## config.mk

```make
export PLATFORM = sky130hd
export DESIGN_NAME = swbcc_gap_unit
export DESIGN_NICKNAME = d
export VERILOG_FILES = /design/src/rtl/core/swbcc_pkg.sv /design/src/rtl/core/swbcc_gap_unit.sv
export SDC_FILE = /design/constraint.sdc
export NUM_CORES = 1
export LEC_CHECK = 0
export ABC_AREA = 1
export BUFFER_PORTS_ARGS = -buffer_cell sky130_fd_sc_hd__buf_2
export CORE_MARGIN = 2
export CORE_UTILIZATION = 50
export CTS_BUF_LIST = sky130_fd_sc_hd__clkbuf_16
export DETAILED_ROUTE_END_ITERATION = 7
export GPL_ROUTABILITY_DRIVEN = 0
export PLACE_DENSITY = 0.74
export SLEW_MARGIN = 10
export SYNTH_ARGS = -nofsm -noshare
export SYNTH_HDL_FRONTEND = slang
export SYNTH_SLANG_ARGS = --single-unit
export TNS_END_PERCENT = 5
```

## constraint.sdc

```tcl
create_clock -name clk_i -period 6.6 [get_ports clk_i]
set_clock_uncertainty 0.15 [all_clocks]
set_input_delay 0.66 -clock clk_i [delete_from_list [all_inputs] [get_ports clk_i]]
set_output_delay 0.66 -clock clk_i [all_outputs]
set_load 0.02 [all_outputs]
```

## src/rtl/core/swbcc_pkg.sv

```systemverilog
`default_nettype none

package swbcc_pkg;

  localparam int LEVELS_DEFAULT = 16;
  localparam int WORLDS_DEFAULT = 4;
  localparam int SLOTS_DEFAULT  = 16;

  localparam int CoordW = 20;
  localparam int OutW   = 18;

  localparam logic OP_LOAD  = 1'b0;
  localparam logic OP_QUERY = 1'b1;

  localparam logic [2:0] DIR_UP    = 3'd0;
  localparam logic [2:0] DIR_DOWN  = 3'd1;
  localparam logic [2:0] DIR_LEFT  = 3'd2;
  localparam logic [2:0] DIR_RIGHT = 3'd3;

  typedef logic signed [CoordW-1:0] coord_t;

  typedef struct packed {
    logic        obst;
    logic [11:0] h;
    logic [11:0] w;
    logic [15:0] y;
    logic [15:0] x;
  } entry_t;

  typedef struct packed {
    logic [2:0] dir;
    coord_t     mov_top;
    coord_t     mov_bot;
    coord_t     mov_left;
    coord_t     mov_right;
    coord_t     near_ref;
  } query_t;

  function automatic coord_t sext16(input logic [15:0] v);
    return coord_t'({{(CoordW-16){v[15]}}, v});
  endfunction

  function automatic coord_t zext12(input logic [11:0] v);
    return coord_t'({{(CoordW-12){1'b0}}, v});
  endfunction

endpackage

`default_nettype wire

```

## src/rtl/core/swbcc_gap_unit.sv

```systemverilog
`default_nettype none

module swbcc_gap_unit import swbcc_pkg::*; (
  input  wire logic   clk_i,
  input  wire logic   rst_ni,
  input  wire logic   init_i,
  input  wire coord_t init_val_i,
  input  wire query_t query_i,
  input  wire logic   ent_valid_i,
  input  wire entry_t ent_i,
  output coord_t      min_o,
  output logic        busy_o
);

  logic   edge_vld_q;
  logic   cand_vld_q;
  coord_t min_q;
  coord_t left_q, top_q, right_q, bot_q;
  coord_t cand_q, cand_d;
  coord_t op_a, op_b;
  logic   dir_move;
  logic   overlap;

  // Edges of the stored box are registered before the compare stage.
  always_ff @(posedge clk_i) begin
    left_q  <= sext16(ent_i.x);
    top_q   <= sext16(ent_i.y);
    right_q <= sext16(ent_i.x) + zext12(ent_i.w) - coord_t'(1);
    bot_q   <= sext16(ent_i.y) + zext12(ent_i.h) - coord_t'(1);
    cand_q  <= cand_d;
  end

  assign overlap = !((top_q > query_i.mov_bot) || (query_i.mov_top > bot_q) ||
                     (query_i.mov_left > right_q) || (query_i.mov_right < left_q));

  always_comb begin
    op_a     = '0;
    op_b     = '0;
    dir_move = 1'b1;
    unique case (query_i.dir)
      DIR_UP: begin
        op_a = bot_q;
        op_b = query_i.near_ref;
      end
      DIR_DOWN: begin
        op_a = top_q;
        op_b = query_i.near_ref;
      end
      DIR_LEFT: begin
        op_a = query_i.near_ref;
        op_b = right_q;
      end
      DIR_RIGHT: begin
        op_a = left_q;
        op_b = query_i.near_ref;
      end
      default: begin
        dir_move = 1'b0;
      end
    endcase
    cand_d = op_a - op_b;
  end

  // The running minimum never exceeds the step length, so no cap is needed.
  always_ff @(posedge clk_i or negedge rst_ni) begin
    if (!rst_ni) begin
      edge_vld_q <= 1'b0;
      cand_vld_q <= 1'b0;
      min_q      <= '0;
    end else begin
      edge_vld_q <= ent_valid_i && ent_i.obst;
      cand_vld_q <= edge_vld_q && overlap && dir_move;
      if (init_i) begin
        min_q <= init_val_i;
      end else if (cand_vld_q && (cand_q < min_q)) begin
        min_q <= cand_q;
      end
    end
  end

  assign min_o  = min_q;
  assign busy_o = edge_vld_q || cand_vld_q;

endmodule

`default_nettype wire

```

# Word level (Yosys, flattened, before mapping)
# Index checks and enable logic that the tools add are counted.
# classes
reduce_logical	13
order_cmp	5
add_sub_neg	5
muxes	5
n_eq_ne	3
# ops
op	count
$pmux W20 S4	1
$gt A20 B18 Y1	2
$mux W20	2
$pmux W20 S2	1
$sub A17 B2 Y18 const B	2
$add A16 B13 Y17	2
$gt A16 B20 Y1	1
$lt A20 B16 Y1	1
$lt A20 B20 Y1	1
$sub A20 B20 Y20	1
$eq A3 B2 Y1 const B	2
$logic_and A1 B1 Y1	4
$logic_or A1 B1 Y1	4
$reduce_or A4 Y1	1
$eq A3 B1 Y1 const B	1
$logic_not A3 Y1	1
$reduce_or A3 Y1	1
$reduce_bool A2 Y1	1
$logic_not A1 Y1	1
$mux W1	1
# totals
out_inout_bits	21
in_bits	184
ff_bits	110
elab_cells	39

# Longest topological paths before layout
# logic_depth
word_depth	7
mapped_depth	17

# Worst setup path before layout
# Ideal clock, no wire load.
# synth_path
path_type	in2reg
from	in query_i[100] in the netlist's numbering
to	reg cand_q[12]
cell_stages	16
arrival_time_ns	2.896
path_buffers	1
setup_slack_ns	3.434
cell_sequence	inv_2 nand2_1 nor2_4 clkbuf_1 nand2_1 nand2_1 ha_1 inv_1 fa_1 nand3_1 nand2_1 a21boi_1 o21ai_1 nand2_1 nand2_1 xor2_1
# synth_via
elab_chain_len	4
word_cells_on_any_way	8
classes_between	1 x add/sub; 3 x eq/ne; 2 x mux; 2 x reduce/logical
# synth_rtl
item	line_no	text
start, declared	swbcc_gap_unit.sv:8	input wire query_t query_i,
$eq A3 B2 Y1, or another cell as far along	swbcc_gap_unit.sv:40	unique case (query_i.dir)
$reduce_or A3 Y1 (no line)	--	
$pmux W20 S2	swbcc_gap_unit.sv:40	
$sub A20 B20 Y20 (*)	swbcc_gap_unit.sv:61	cand_d = op_a - op_b;
net cand_d[12]	swbcc_gap_unit.sv:19	coord_t cand_q, cand_d;
end signal, assigned	swbcc_gap_unit.sv:30	cand_q <= cand_d;
end, declared	swbcc_gap_unit.sv:19	
# The timed path passes the listed nets; every way through them passes the cells marked *.
# A chain may end at the register's enable or synchronous reset.

# Worst setup path in the final report
# Ends and elaborated chain as after synthesis.

==> metrics <==
WP buf/inv 4; number of port buffers 204; initial core utilization 0.510; CTS root buf clkbuf_16; postcts setup bufs 0; vias per cell 5.02; cell with the most instances after synthesis nand2_1; ys async rst share 0.200; Hold Crit Class in2async; Sink Count 110; Yosys top cell by area ha_1; Met2 Wirelength 11,200 um; critical path's largest stage delay 0.48 ns; Die Ht 142 um; FF-to-FF setup slack 3.77 ns; Max FO, Critical Path 21; top layer in use met5; sw frac 0.408; clk_lat worst skew 0.36 ns; vias in the first global route 8,300; fin util 0.589; Int Power 1.55 mW; Post-Syn Instances 1,361; Clock Power Share 0.192; routed wire length 24,700 um; die width 142 um; crit-path most repeated cell nand2_1; first-pass GRT wire length 39,000 um; initial antenna violation count 3; largest net degree at the start of global routing 40; Non-Filler Instances 1,799; area growth from synthesis to layout 15.4%; Setup TNS Final 0 ns; nets@finish 1,917; flop and latch count out of synthesis 110; Seq pwr share 0.348; Peak VDD IR 150 uV; Post-Syn Area 9580 sq um; Max Fclk 278 MHz; status finished, final reports clean; leak pwr 6.59 nW; most common library cells after synthesis nand2_1, inv_1, ha_1, dfxtp_1, nand3_1; clk slew on worst S/H paths 0.07 ns; FP Rows 50; total number of vias 9,034; Worst Path Arrival 3.69 ns; RSZ-0062 raised after global routing no; Post-DRT Antenna Nets 0; H-tree depth 3; Synth Flop Type dfxtp_1; family with the most delay on the worst path simple AND/OR/NAND/NOR gates; Fin. Hold Viols 0; max-slew violation count 0; crit path max-delay cell type nor2_4; top cells by area, synth ha_1, dfxtp_1, nand2_1; CTS tree built; layout cells sized above 1 0.174; crit start category input pin; die area 20,300 sq um; WS Path Type in2reg; Hold Buf Count CTS 0; post-synth cell types 42; # IOs 205; cts bufs inserted 9; M1 wire length 10,600 um; period utilisation layout 0.545; EDFF count, synth 0; power share of the combinational group 0.461; GR Util All Layers 0.244; placed insts 1,782; # setup viols final 0; Cell Pwr Density 237 nW/um^2; crit-path cells buf_2 -> inv_2 -> nand2_1 -> nor2_4 -> inv_2 -> o21ai_1 -> inv_1 -> fa_1 -> nand3_1 -> nand2_1 -> a21boi_1 -> o21ai_1 -> nand2_1 -> nand2_1 -> xor2_1; number of max-cap violations 0; Net Switching 1.07 mW; synthesized area per cell 7.04 sq um; buffer depth of the longest clock path 2; DRC errors left 0; Max-slew headroom 0.359; Worst Tran Pin Value 0.957 ns; core area 18,800 sq um; DR iter-0 viols 684; endpoint type of the worst setup path register; warnings from Yosys 0; GR Overflow Total 0; Period minus WS final 3.60 ns; Seq/Total Area, Yosys 0.241; wire per inst 13.7 um; met3 WL 1700 um; Syn Nets 1,719; Post-DP HPWL 21,100 um; PostCTS Resize Cnt 0; worst path required time 6.69 ns; top-area cell type share of the netlist area 0.223; DRT Pass-1 Iters 7
## placed cells by master, fill, tap and decap left out, drive strengths merged, types with 2 or more instances in the layout
cell type and n:
inv 310, nand3 81, nand4 15, nor3 5, fa 3, nand2 352, clkinv 4, a21oi 74
xnor2 14, a21o 9, ha 171, o221ai 2, o211ai 16, xor2 26, dfrtp 22, diode 2
clkbuf 9, o21ai 44, dfxtp 88, o22ai 2, buf 205, a21boi 7, o21bai 7, nor2 76
nor3b 2, a22oi 14
## area by class of cell
cell class / instances / area [sq um]
clock buffer: 9 / 225
antenna: 2 / 5.00
multi-input combinational: 925 / 6000
tap: 234 / 293
clock inverter: 6 / 31.3
timing repair buffer: 205 / 1030
fill: 1759 / 7720
inverter: 308 / 1160
sequential: 110 / 2310
## routing by layer
metal	vias to the layer above	GRT usage
met5	-	0
met4	4	0.109
met3	71	0.0343
met2	346	0.410
met1	3909	0.311
li1	4704	-
## state kept, by name, summed over array words and instances (netlist names)
register and cells:
left_q 16, edge_vld_q 1, top_q 16, cand_vld_q 1
min_o 20, bot_q 18, cand_q 20, right_q 18
## kinds of logic after synthesis
| logic type | Yosys count | share of synthesized area |
|---|---|---|
| compound gates | 178 | 0.109 |
| flops | 110 | 0.241 |
| xor+xnor | 40 | 0.0366 |
| simple gates | 533 | 0.251 |
| fa+ha+maj | 174 | 0.230 |
| buf+inv | 326 | 0.132 |
## stage by stage
| step | power, mW | instance area, sq um | setup WS [ns] | hold WS (ns) |
|---|---|---|---|---|
| after floorplan | 1.79 | 9580 | 3.43 | 0.214 |
| after global placement | 2.09 | 10800 | 2.80 | 0.389 |
| after detailed placement | 2.12 | 10800 | 2.72 | 0.393 |
| after CTS | 2.63 | 11000 | 3.09 | 0.126 |
| after global routing | 2.86 | 11000 | 2.75 | 0.150 |
| final | 2.62 | 11000 | 3.00 | 0.116 |
## worst paths after layout
check / depth (start not counted) / from / end
setup / recovery: 15 / query_i[100] / cand_q[12]
hold / removal: 1 / rst_ni / min_o[0]
setup reg to reg: 13 / min_o[19] / min_o[13]
hold reg to reg: 2 / min_o[18] / min_o[18]
max in group asynchronous: 1 / rst_ni / min_o[12]
min in group clk_i: 1 / ent_i[24] / top_q[8]
## power groups by stage
stage | Combinational [mW] | Clock, mW | Sequential [mW]
after detailed placement | 1.19 | 0 | 0.926
after CTS | 1.20 | 0.515 | 0.911
after global routing | 1.39 | 0.545 | 0.926
after global placement | 1.17 | 0 | 0.924
after floorplan | 0.861 | 0 | 0.926
final | 1.21 | 0.503 | 0.911
## worst reg2reg max path, cell delays in order (launching register included)
cell and delay (ns):
dfrtp_1 0.40, inv_1 0.06, ha_1 0.34, nand2_2 0.12, inv_1 0.05, nand2_1 0.05
nand2_1 0.04, a21oi_1 0.18, nand3_1 0.10, nand2_1 0.08, nand3_2 0.38, nand2_4 0.65
nand2_4 0.09, nand2_2 0.07
Power figures use the tool's default switching activity.
